[src/rtl/core/mcl_pkg.sv]
`timescale 1ns / 1ps
`default_nettype none

package mcl_pkg;

   // register lengths
   localparam int LEN_A = 19;
   localparam int LEN_B = 22;
   localparam int LEN_C = 23;

   // clock bit positions
   localparam int CLK_A = 9;
   localparam int CLK_B = 10;
   localparam int CLK_C = 11;

   // key split
   localparam int KEY_W     = 64;
   localparam int KEY_A_LSB = 45;
   localparam int KEY_B_LSB = 23;

   localparam int PUB_W          = 32;
   localparam int DATA_W         = 8;
   localparam int TAIL_FIRST_BIT = 21;

   localparam logic FUNC_START = 1'b0;
   localparam logic FUNC_DATA  = 1'b1;

   typedef struct packed {
      logic              func;
      logic [PUB_W-1:0]  public_word;
      logic [DATA_W-1:0] data_in;
   } req_type;

   typedef struct packed {
      logic [DATA_W-1:0] data_out;
      logic              status;
   } rsp_type;

   typedef struct packed {
      logic load;
      logic step;
   } lfsr_ctrl_type;

endpackage

`default_nettype wire

[src/rtl/core/mcl_ram.sv]
`timescale 1ns / 1ps
`default_nettype none

module mcl_ram #(
   parameter int WIDTH = 1,
   parameter int DEPTH = 114
) (
   input  wire logic                     clock,
   input  wire logic                     wr_en,
   input  wire logic [$clog2(DEPTH)-1:0] wr_addr,
   input  wire logic [WIDTH-1:0]         wr_data,
   input  wire logic                     rd_en,
   input  wire logic [$clog2(DEPTH)-1:0] rd_addr,
   output      logic [WIDTH-1:0]         rd_data
);

   logic [WIDTH-1:0] mem_ff [DEPTH];
   logic [WIDTH-1:0] rd_data_ff;

   always_ff @(posedge clock) begin
      if (wr_en) begin
         mem_ff[wr_addr] <= wr_data;
      end
      if (rd_en) begin
         rd_data_ff <= mem_ff[rd_addr];
      end
   end

   assign rd_data = rd_data_ff;

endmodule

`default_nettype wire

[src/rtl/core/mcl_lfsr.sv]
`timescale 1ns / 1ps
`default_nettype none

module mcl_lfsr (
   input  wire logic                        clock,
   input  wire logic                        reset,
   input  wire mcl_pkg::lfsr_ctrl_type      ctrl,
   input  wire logic [mcl_pkg::KEY_W-1:0]   key,
   output      logic                        ks_bit
);

   logic [mcl_pkg::LEN_A-1:0] a_ff, a_in;
   logic [mcl_pkg::LEN_B-1:0] b_ff, b_in;
   logic [mcl_pkg::LEN_C-1:0] c_ff, c_in;
   logic ca, cb, cc, maj;

   assign ca  = a_ff[mcl_pkg::CLK_A];
   assign cb  = b_ff[mcl_pkg::CLK_B];
   assign cc  = c_ff[mcl_pkg::CLK_C];
   assign maj = (ca & cb) | (ca & cc) | (cb & cc);

   // output taken from the top bits before any shift
   assign ks_bit = a_ff[mcl_pkg::LEN_A-1] ^ b_ff[mcl_pkg::LEN_B-1] ^ c_ff[mcl_pkg::LEN_C-1];

   always_comb begin
      a_in = a_ff;
      b_in = b_ff;
      c_in = c_ff;
      if (ctrl.load) begin
         a_in = key[mcl_pkg::KEY_A_LSB +: mcl_pkg::LEN_A];
         b_in = key[mcl_pkg::KEY_B_LSB +: mcl_pkg::LEN_B];
         c_in = key[0 +: mcl_pkg::LEN_C];
      end else if (ctrl.step) begin
         // feedback is clock bit xor top bit
         if (ca == maj) begin
            a_in = {a_ff[mcl_pkg::LEN_A-2:0], ca ^ a_ff[mcl_pkg::LEN_A-1]};
         end
         if (cb == maj) begin
            b_in = {b_ff[mcl_pkg::LEN_B-2:0], cb ^ b_ff[mcl_pkg::LEN_B-1]};
         end
         if (cc == maj) begin
            c_in = {c_ff[mcl_pkg::LEN_C-2:0], cc ^ c_ff[mcl_pkg::LEN_C-1]};
         end
      end
   end

   always_ff @(posedge clock) begin
      if (reset) begin
         a_ff <= '0;
         b_ff <= '0;
         c_ff <= '0;
      end else begin
         a_ff <= a_in;
         b_ff <= b_in;
         c_ff <= c_in;
      end
   end

endmodule

`default_nettype wire

[src/rtl/core/majority_clocked_lfsr_stream_xor.sv]
`timescale 1ns / 1ps
`default_nettype none

// Majority-clocked three-register keystream generator that xors one keystream bit
// into bit 0 of each data byte. A block-start request (func 0) reloads the registers
// from the key, runs TOTAL_CLOCKS register clocks, one per cycle, writing the bits from
// clock WARMUP_CLOCKS on into a BLOCK_BITS x 1 keystream RAM, then fills the rest of the
// RAM one entry per cycle with public word bits from bit 21 up (zero above bit 31).
// req_ready stays low until the block start has finished; it gives no response. A data
// request (func 1) goes through the RAM read issued at acceptance, then the response
// register, which waits while a previous response is still held. Once BLOCK_BITS bytes
// are used, or before any block start, bytes pass unchanged with status 1. The key must
// be written through the csr port only while no request is in flight; the block itself
// does not enforce this.
module majority_clocked_lfsr_stream_xor #(
   parameter int BLOCK_BITS    = 114,
   parameter int WARMUP_CLOCKS = 100,
   parameter int TOTAL_CLOCKS  = 192
) (
   input  wire logic                      clock,
   input  wire logic                      reset,
   input  wire logic                      req_valid,
   output      logic                      req_ready,
   input  wire mcl_pkg::req_type          req_data,
   output      logic                      rsp_valid,
   input  wire logic                      rsp_ready,
   output      mcl_pkg::rsp_type          rsp_data,
   input  wire logic                      csr_valid,
   output      logic                      csr_ready,
   input  wire logic [mcl_pkg::KEY_W-1:0] csr_data
);

   localparam int IDX_W  = $clog2(BLOCK_BITS);
   localparam int FILL_W = $clog2(BLOCK_BITS + 1);
   localparam int CNT_W  =
      $clog2((TOTAL_CLOCKS > WARMUP_CLOCKS ? TOTAL_CLOCKS : WARMUP_CLOCKS) + 1);
   localparam int POS_W  = $clog2(mcl_pkg::TAIL_FIRST_BIT + BLOCK_BITS + 1);

   localparam logic [CNT_W-1:0]  WARM_C   = CNT_W'(WARMUP_CLOCKS);
   localparam logic [CNT_W-1:0]  LAST_C   = CNT_W'(TOTAL_CLOCKS - 1);
   localparam logic [FILL_W-1:0] FULL_C   = FILL_W'(BLOCK_BITS);
   localparam logic [IDX_W-1:0]  LAST_IDX = IDX_W'(BLOCK_BITS - 1);
   localparam logic [POS_W-1:0]  POS_LIM  = POS_W'(mcl_pkg::PUB_W);
   localparam logic [POS_W-1:0]  POS_INIT = POS_W'(mcl_pkg::TAIL_FIRST_BIT);

   typedef enum logic [3:0] {
      ST_IDLE  = 4'b0001,
      ST_CLOCK = 4'b0010,
      ST_TAIL  = 4'b0100,
      ST_EMIT  = 4'b1000
   } state_type;

   state_type state_ff, state_in;

   logic [mcl_pkg::KEY_W-1:0]  key_ff, key_in;
   logic [mcl_pkg::PUB_W-1:0]  pub_ff, pub_in;
   logic [mcl_pkg::DATA_W-1:0] data_ff, data_in;
   logic [CNT_W-1:0]           clk_cnt_ff, clk_cnt_in;
   logic [FILL_W-1:0]          fill_ff, fill_in;
   logic [POS_W-1:0]           pos_ff, pos_in;
   logic [IDX_W-1:0]           bit_index_ff, bit_index_in;
   logic                       block_ready_ff, block_ready_in;
   logic                       rsp_valid_ff, rsp_valid_in;
   mcl_pkg::rsp_type           rsp_ff, rsp_in;

   mcl_pkg::lfsr_ctrl_type lfsr_ctrl;
   logic                   ks_bit;
   logic                   req_fire;
   logic                   slot_free;
   logic                   wr_en;
   logic                   wr_data;
   logic                   rd_bit;
   logic                   tail_bit;

   assign req_ready = (state_ff == ST_IDLE);
   assign req_fire  = req_valid & req_ready;
   assign slot_free = ~rsp_valid_ff | rsp_ready;
   assign csr_ready = 1'b1;
   assign rsp_valid = rsp_valid_ff;
   assign rsp_data  = rsp_ff;

   assign lfsr_ctrl.load = req_fire & (req_data.func == mcl_pkg::FUNC_START);
   assign lfsr_ctrl.step = (state_ff == ST_CLOCK);

   assign tail_bit = (pos_ff < POS_LIM) ? pub_ff[pos_ff[4:0]] : 1'b0;

   always_comb begin
      wr_en   = 1'b0;
      wr_data = 1'b0;
      unique case (state_ff)
         ST_CLOCK: begin
            wr_en   = (clk_cnt_ff >= WARM_C) && (fill_ff < FULL_C);
            wr_data = ks_bit;
         end
         ST_TAIL: begin
            wr_en   = (fill_ff < FULL_C);
            wr_data = tail_bit;
         end
         default: begin
            wr_en   = 1'b0;
            wr_data = 1'b0;
         end
      endcase
   end

   mcl_lfsr u_lfsr (
      .clock  (clock),
      .reset  (reset),
      .ctrl   (lfsr_ctrl),
      .key    (key_ff),
      .ks_bit (ks_bit)
   );

   mcl_ram #(
      .WIDTH (1),
      .DEPTH (BLOCK_BITS)
   ) u_ks_ram (
      .clock   (clock),
      .wr_en   (wr_en),
      .wr_addr (fill_ff[IDX_W-1:0]),
      .wr_data (wr_data),
      .rd_en   (req_fire),
      .rd_addr (bit_index_ff),
      .rd_data (rd_bit)
   );

   always_comb begin
      state_in       = state_ff;
      key_in         = key_ff;
      pub_in         = pub_ff;
      data_in        = data_ff;
      clk_cnt_in     = clk_cnt_ff;
      fill_in        = fill_ff;
      pos_in         = pos_ff;
      bit_index_in   = bit_index_ff;
      block_ready_in = block_ready_ff;
      rsp_valid_in   = rsp_valid_ff & ~rsp_ready;
      rsp_in         = rsp_ff;

      if (csr_valid && csr_ready) begin
         key_in = csr_data;
      end

      unique case (state_ff)
         ST_IDLE: begin
            if (req_fire) begin
               pub_in  = req_data.public_word;
               data_in = req_data.data_in;
               if (req_data.func == mcl_pkg::FUNC_START) begin
                  clk_cnt_in = '0;
                  fill_in    = '0;
                  state_in   = ST_CLOCK;
               end else begin
                  state_in = ST_EMIT;
               end
            end
         end
         ST_CLOCK: begin
            if (wr_en) begin
               fill_in = fill_ff + FILL_W'(1);
            end
            clk_cnt_in = clk_cnt_ff + CNT_W'(1);
            if (clk_cnt_ff == LAST_C) begin
               pos_in   = POS_INIT;
               state_in = ST_TAIL;
            end
         end
         ST_TAIL: begin
            if (wr_en) begin
               fill_in = fill_ff + FILL_W'(1);
               pos_in  = pos_ff + POS_W'(1);
            end else begin
               bit_index_in   = '0;
               block_ready_in = 1'b1;
               state_in       = ST_IDLE;
            end
         end
         ST_EMIT: begin
            if (slot_free) begin
               rsp_valid_in = 1'b1;
               if (block_ready_ff) begin
                  rsp_in.data_out = data_ff ^ {{(mcl_pkg::DATA_W-1){1'b0}}, rd_bit};
                  rsp_in.status   = 1'b0;
                  if (bit_index_ff == LAST_IDX) begin
                     bit_index_in   = '0;
                     block_ready_in = 1'b0;
                  end else begin
                     bit_index_in = bit_index_ff + IDX_W'(1);
                  end
               end else begin
                  // not started or exhausted
                  rsp_in.data_out = data_ff;
                  rsp_in.status   = 1'b1;
               end
               state_in = ST_IDLE;
            end
         end
         default: begin
            state_in = ST_IDLE;
         end
      endcase
   end

   always_ff @(posedge clock) begin
      if (reset) begin
         state_ff       <= ST_IDLE;
         key_ff         <= '0;
         clk_cnt_ff     <= '0;
         fill_ff        <= '0;
         pos_ff         <= '0;
         bit_index_ff   <= '0;
         block_ready_ff <= 1'b0;
         rsp_valid_ff   <= 1'b0;
      end else begin
         state_ff       <= state_in;
         key_ff         <= key_in;
         clk_cnt_ff     <= clk_cnt_in;
         fill_ff        <= fill_in;
         pos_ff         <= pos_in;
         bit_index_ff   <= bit_index_in;
         block_ready_ff <= block_ready_in;
         rsp_valid_ff   <= rsp_valid_in;
      end
   end

   always_ff @(posedge clock) begin
      pub_ff  <= pub_in;
      data_ff <= data_in;
      rsp_ff  <= rsp_in;
   end

   a_emit_fills_slot: assert property (@(posedge clock) disable iff (reset)
      (state_ff == ST_EMIT) && slot_free |=> rsp_valid_ff && (state_ff == ST_IDLE))
      else $error("data request finished without a response");

   a_index_in_range: assert property (@(posedge clock) disable iff (reset)
      (bit_index_ff <= LAST_IDX) && (fill_ff <= FULL_C))
      else $error("keystream index beyond the store");

   a_ready_after_fill: assert property (@(posedge clock) disable iff (reset)
      $rose(block_ready_ff) |-> $past(state_ff == ST_TAIL) && $past(fill_ff == FULL_C))
      else $error("block marked ready before the store was full");

   a_busy_during_start: assert property (@(posedge clock) disable iff (reset)
      lfsr_ctrl.load |=> (state_ff == ST_CLOCK) && !req_ready)
      else $error("block start did not enter the clocking phase");

endmodule

`default_nettype wire

[config.mk]
export PLATFORM = sky130hd
export DESIGN_NAME = majority_clocked_lfsr_stream_xor
export DESIGN_NICKNAME = d
export VERILOG_FILES = /design/src/rtl/core/mcl_pkg.sv /design/src/rtl/core/mcl_ram.sv /design/src/rtl/core/mcl_lfsr.sv /design/src/rtl/core/majority_clocked_lfsr_stream_xor.sv
export SDC_FILE = /design/constraint.sdc
export NUM_CORES = 1
export LEC_CHECK = 0
export ABC_AREA = 0
export BUFFER_PORTS_ARGS = -buffer_cell sky130_fd_sc_hd__buf_4
export CAP_MARGIN = 20
export CORE_AREA = 2 2 162 164
export CTS_CLUSTER_DIAMETER = 40
export DETAILED_ROUTE_END_ITERATION = 16
export DIE_AREA = 0 0 164 166
export PLACE_DENSITY = 0.76
export SLEW_MARGIN = 10
export SYNTH_ARGS = -nofsm -noshare
export SYNTH_HDL_FRONTEND = slang
export SYNTH_SLANG_ARGS = --single-unit
export TNS_END_PERCENT = 5
[constraint.sdc]
create_clock -name clock -period 5.1 [get_ports clock]
set_input_delay 0.255 -clock clock [delete_from_list [all_inputs] [get_ports clock]]
set_output_delay 0.255 -clock clock [all_outputs]
set_load 0.01 [all_outputs]
# Word level (Yosys, flattened, before mapping)
# Memories as Yosys holds them, arrays and structs flattened. A register that Yosys moved wholly into a read port is not among the register bits.
# Cells that the tools add are included.
# totals
word_cells	125
ramBits	114
mem_count	1
in_bits	110
output_inout_bits	12
reg_bits	213
# op_classes
n_eq_ne	17
add_sub_neg	4
muxes	45
reduce_logical	21
n_lt_le_gt_ge	4
n_bitwise	18
# mem_list
memory	depth	width	read_ports	rd_ports_with_merged_regs	wr	line_no	text
u_ks_ram.mem_ff	114	1	1	1	1	mcl_ram.sv:17	logic [WIDTH-1:0] mem_ff [DEPTH];
# ops
op	n
two-way mux 23 bit	3
two-way mux 22 bit	3
two-way mux 19 bit	3
two-way mux 7 bit	7
two-way mux 8 bit	4
case mux 8 bit (2 select lines)	2
case mux 7 bit (2 select lines)	2
two-way mux 4 bit	5
adder 8 x 1 -> 8 bit (second input constant)	2
case mux 4 bit (4 select lines)	1
nonzero test 2 bit	8
adder 7 x 1 -> 7 bit (second input constant)	2
AND reduction 4 bit	3
two-way mux 1 bit	10
AND reduction 2 bit	5
two-way mux 9 bit	1
AND reduction 3 bit	3
== test 8 bit (second input constant)	1
>= comparator 8 x 7 -> 1 bit (second input constant)	1
< comparator 8 x 6 -> 1 bit (second input constant)	1
inequality test 2 x 1 -> 1 bit (second input constant)	4
inequality test 2 bit (second input constant)	4
XOR 8 x 1 -> 8 bit	1
== test 7 bit (second input constant)	1
other kinds (15)	32

# Logic depth before layout (Yosys ltp)
# depth
ltp_word	7
mapped_depth	9
depth_no_buf	7

# By module
# Synthesis repeated with hierarchy kept, for this count alone.
# hier_totals
cells_unflattened	1222
hier_area_um2	14330.0
# by_module_without_submodules
mod	seq_area_each_um2	instances	cells_per_inst	area_each_um2
majority_clocked_lfsr_stream_xor	3473.3	1	478	5751.8
mcl_ram	3453.3	1	381	5119.9
mcl_lfsr	1281.2	1	363	3458.3

# Least setup slack after synthesis
# No wires, ideal clock.
# synth_path
kind	register to register
start	reg pos_ff[0]
end	mem u_ks_ram.mem_ff[0], data pin
stages_incl_launch_ff	6
path_buffers	1
setup_ns	0.822
path_slack_ns	-0.129
t_arrival_ns	4.407
synth_period_minus_slack_ns	5.229
t_required_ns	4.278
cell_sequence	dfxtp_1 > clkbuf_1 > mux4_2 > mux4_2 > mux2i_1 > o22ai_1
# synth_between
elab_chain_cells	4
word_cells_on_any_way	5
cone_classes	1 x order compare; 4 x mux
# synth_lines
element	line_no	text
start, declared	majority_clocked_lfsr_stream_xor.sv:60	logic [POS_W-1:0] pos_ff, pos_in;
start signal, assigned	majority_clocked_lfsr_stream_xor.sv:219	pos_ff <= pos_in;
binary-select mux 1 bit (select 5 bit)	majority_clocked_lfsr_stream_xor.sv:85	assign tail_bit = (pos_ff < POS_LIM) ? pub_ff[pos_ff[4:0]] : 1'b0;
two-way mux 1 bit (not written as such)	majority_clocked_lfsr_stream_xor.sv:85	
two-way mux 1 bit (*)	majority_clocked_lfsr_stream_xor.sv:85	
case mux 1 bit (2 select lines) (*)	majority_clocked_lfsr_stream_xor.sv:90	unique case (state_ff)
via u_ks_ram.wr_data	mcl_ram.sv:11	input wire logic [WIDTH-1:0] wr_data,
end, declared	mcl_ram.sv:17	
# The timed path passes the listed nets; every way through them passes the cells marked *. The select of a mux whose other input is x is not followed.

# Worst setup path in the final report
# layout_path
start	reg pos_ff[0]
end	mem u_ks_ram.mem_ff[103], data pin
# Same word-level chain as after synthesis.

==> results by group <==
Floorplan
  – Row count: 59
  – Die X: 164 microns
  – Die Area: 27200 sq um
  – IO Pins: 122
  – DIE HEIGHT: 166 microns
  – Initial Util: 0.529
  – Placeable core area: 25600 sq um

Synthesis
  – Compound-Gate Fraction of Synth Area: 0.0919
  – Main synth FF type: edfxtp_1
  – Sequential area share after synthesis: 0.605
  – Post-Synth Simple-Gate Area: 0.127
  – Synth Area in Adders: 0.00554
  – Most common cell in the netlist: nor2_1
  – Syn Inst Count: 1168
  – Proportion of netlist area held by the largest area contributor: 0.363
  – Dominant cells by area after synthesis: edfxtp_1 36%, dfxtp_1 24%, mux2i_1 7.5%, nor2_1 6.3%, mux4_2 5.5%
  – Post-synthesis net count: 1284
  – Number of synthesized flops with an enable pin: 164
  – Syn_area_per_cell: 11.6 sq um
  – Cell Area, Synth: 13600 sq um
  – Synth Warn #: 0
  – Portion of netlist area occupied by mux cells: 0.131
  – Area leader, netlist: edfxtp_1
  – Yosys reg bits: 328
  – Main combinational cell family by area after synthesis: multiplexers
  – Post-synth top cells: 228 x nor2_1, 164 x dfxtp_1, 164 x edfxtp_1
  – Synth Area in XOR/XNOR: 0.0110
  – Asr flop ratio synth: 0
  – Unique cell type count in the Yosys netlist: 61

Timing
  – RSZ-0062 raised after global routing: false
  – Fin crit period: 3.11 ns
  – Post-route clock period utilization: 0.609
  – Setup violation total in the final timing report: 0
  – TNS Setup: 0 ns
  – Max-slew violations: 0
  – Final WS setup: 1.99 ns
  – FMAX: 322 MHz
  – Worst slew margin: 0.264
  – Worst slew pin tran: 1.10 ns
  – Clock Skews: 0.0180 ns
  – Final Hold Vio Count: 0

Drt
  – Post-DRT Antenna Nets: 0
  – DR WL/cell: 17.5 microns
  – Vias: 9772
  – 1st-pass router iterations: 7
  – Final wirelength: 30400 microns
  – DR iter-0 viols: 918
  – Vias per inst: 5.62
  – DRC Markers: 0

Critical path
  – Setup CP Type: reg -> reg
  – R2r startpoint: pos_ff[0]$_SDFFE_PP0P_
  – Worst Path Max Fanout: 114
  – CP arrival: 3.22 ns
  – Setup crit start: pos_ff[0]$_SDFFE_PP0P_
  – Crit start category: register
  – Required time worst endpoint: 5.21 ns
  – Nature of the critical path endpoint: register
  – Cells on worst reg2reg path: 5

Global route
  – Initial antenna violation count: 0
  – GRT Total Usage: 0.224
  – First-pass GRT wire length: 49400 microns
  – GRT overflow: 0
  – Vias in the first global route: 9879
  – Largest net degree at the start of global routing: 115

Pwr
  – Register share of total power: 0.467
  – Total power: 6.26 mW
  – Psw: 1.40 mW
  – Switching share of power: 0.224
  – Internal Pwr Total: 4.86 mW
  – Clock power share: 0.464
  – PD cells: 365 nW/um^2
  – Logic pwr share: 0.068
  – Worst VDD drop: 0.449 mV
  – P_leak: 6.43 nW

Clock network
  – CTS Buf Count: 43
  – Max clock buf depth: 3
  – Root Buffer: clkbuf_16
  – Clock-pin slew on the worst setup and hold paths: 0.05 ns
  – CTS tree: done
  – Resized Gates After CTS: 0
  – CTS HTree Levels: 2
  – Clk sinks: 328
  – Setup bufs post-CTS: 0
  – Clock latency on the worst-skew pair: 0.52 ns

Layout
  – Inserted Diodes: 0
  – Layout Nets: 1487
  – Fraction of layout instances using a drive strength above 1: 0.182
  – Area delta synth->final: 26.5%

Hold path
  – Hold Crit Class: in -> reg
  – WHS Path Cells: 3
  – Hold_sp: req_data[40]

Job
  – Max-Cap Viols: 0

Run status
  – Status: complete, no violations

Placed design
  – IO buf count: 120
  – Pre-CTS WS: 2.01 ns
  – Post-DP HPWL: 17500 microns
  – Placer Congestion: 0.780
==> layout make-up <==
class                      count  area, sq um
timing repair buffer         241         2080
multi-input combinational    745         5000
sequential                   328         8210
inverter                      12         45.0
clock buffer                  52         1140
fill                        1772         8460
clock inverter                26          268
tap                          335          419
==> power by group through the flow <==
stage	registers [mW]	logic [mW]	clock network (mW)
floorplan	2.96	0.230	0
global placement	2.98	0.348	0
detailed placement	2.98	0.357	0
CTS	2.93	0.423	2.94
global route	2.94	0.470	3.06
finish	2.93	0.429	2.91
==> critical path, cell delays in order (launching register included) <==
cell,delay (ns)
dfxtp_1,0.76
mux4_2,0.59
mux4_2,0.48
mux2i_1,0.28
o22ai_4,0.10
buf_4,0.40
==> metal layers <==
layer,part of all wire,track usage,up-vias
li1,-,-,4675
met1,0.42,0.289,4767
met2,0.51,0.386,281
met3,0.054,0.0435,49
met4,0.019,0.0618,0
met5,0,0,-
==> state kept, by name, indices dropped and copies added, names as in the netlist, 9 cells and up <==
name and cells:
rsp_data 9, key_ff 64, u_ks_ram.mem_ff 114, u_lfsr.b_ff 22, u_lfsr.a_ff 19, pub_ff 32
u_lfsr.c_ff 23
==> metrics by stage <==
| step | instances | area [sq um] | hold WS [ns] | utilization |
|---|---|---|---|---|
| 3_5_place_dp | 1556 | 14700 | 0.407 | 0.574 |
| 6_report | 1739 | 17200 | 0.0396 | 0.670 |
| 2_1_floorplan | 1168 | 13600 | 0.354 | - |
| 4_1_cts | 1738 | 17100 | 0.0182 | 0.669 |
| 3_3_place_gp | 1556 | 14700 | 0.402 | 0.574 |
| 5_1_grt | 1739 | 17200 | 0.0750 | 0.670 |
==> final timing paths <==
kind                                                        to  slack [ns]
worst max register to register  u_ks_ram.mem_ff[103]$_DFFE_PP_        1.99
worst max-delay path            u_ks_ram.mem_ff[103]$_DFFE_PP_        1.99
worst min-delay path                  state_ff[3]$_SDFFE_PP0P_        0.04
worst min register to register           rsp_data[8]$_DFFE_PP_        0.42
==> timing repair <==
item | in CTS | in global routing
hold buffers | 104 | 0
setup endpoints to repair | 0 | 0
endpoints found under the hold margin | 104 | 0
==> kinds of logic after synthesis <==
| family | after synthesis |
|---|---|
| and+or+nand+nor | 401 |
| DFF | 328 |
| AOI/OAI and AO/OA | 184 |
| muxes | 136 |
| buffers and inverters | 95 |
| xor gates and xnor gates | 17 |
| adders and majority gates | 6 |
| other | 1 |
==> layout by cell type, fill, tap and decap left out, drive strengths merged, types with 3 or more instances in the layout <==
master       count
mux2i          101
nand3           26
xor2             9
xnor2            8
nand2           90
nor2b           11
inv             18
or3              6
nand3b           4
clkinv          13
nor2           228
dfxtp          164
clkinvlp         4
clkbuf          52
nand4            3
a311oi           4
o2111ai          4
edfxtp         164
a31oi            7
bufinv           3
o21ai            7
dlygate4sd3    104
buf            137
a21oi           63
nand2b           4
a211oi          30
ha               6
mux4            33
a2111oi          5
a22oi           43
o31ai            3
or4b             5
nor3             8
or4              5
(Power assumes the default switching activity.)
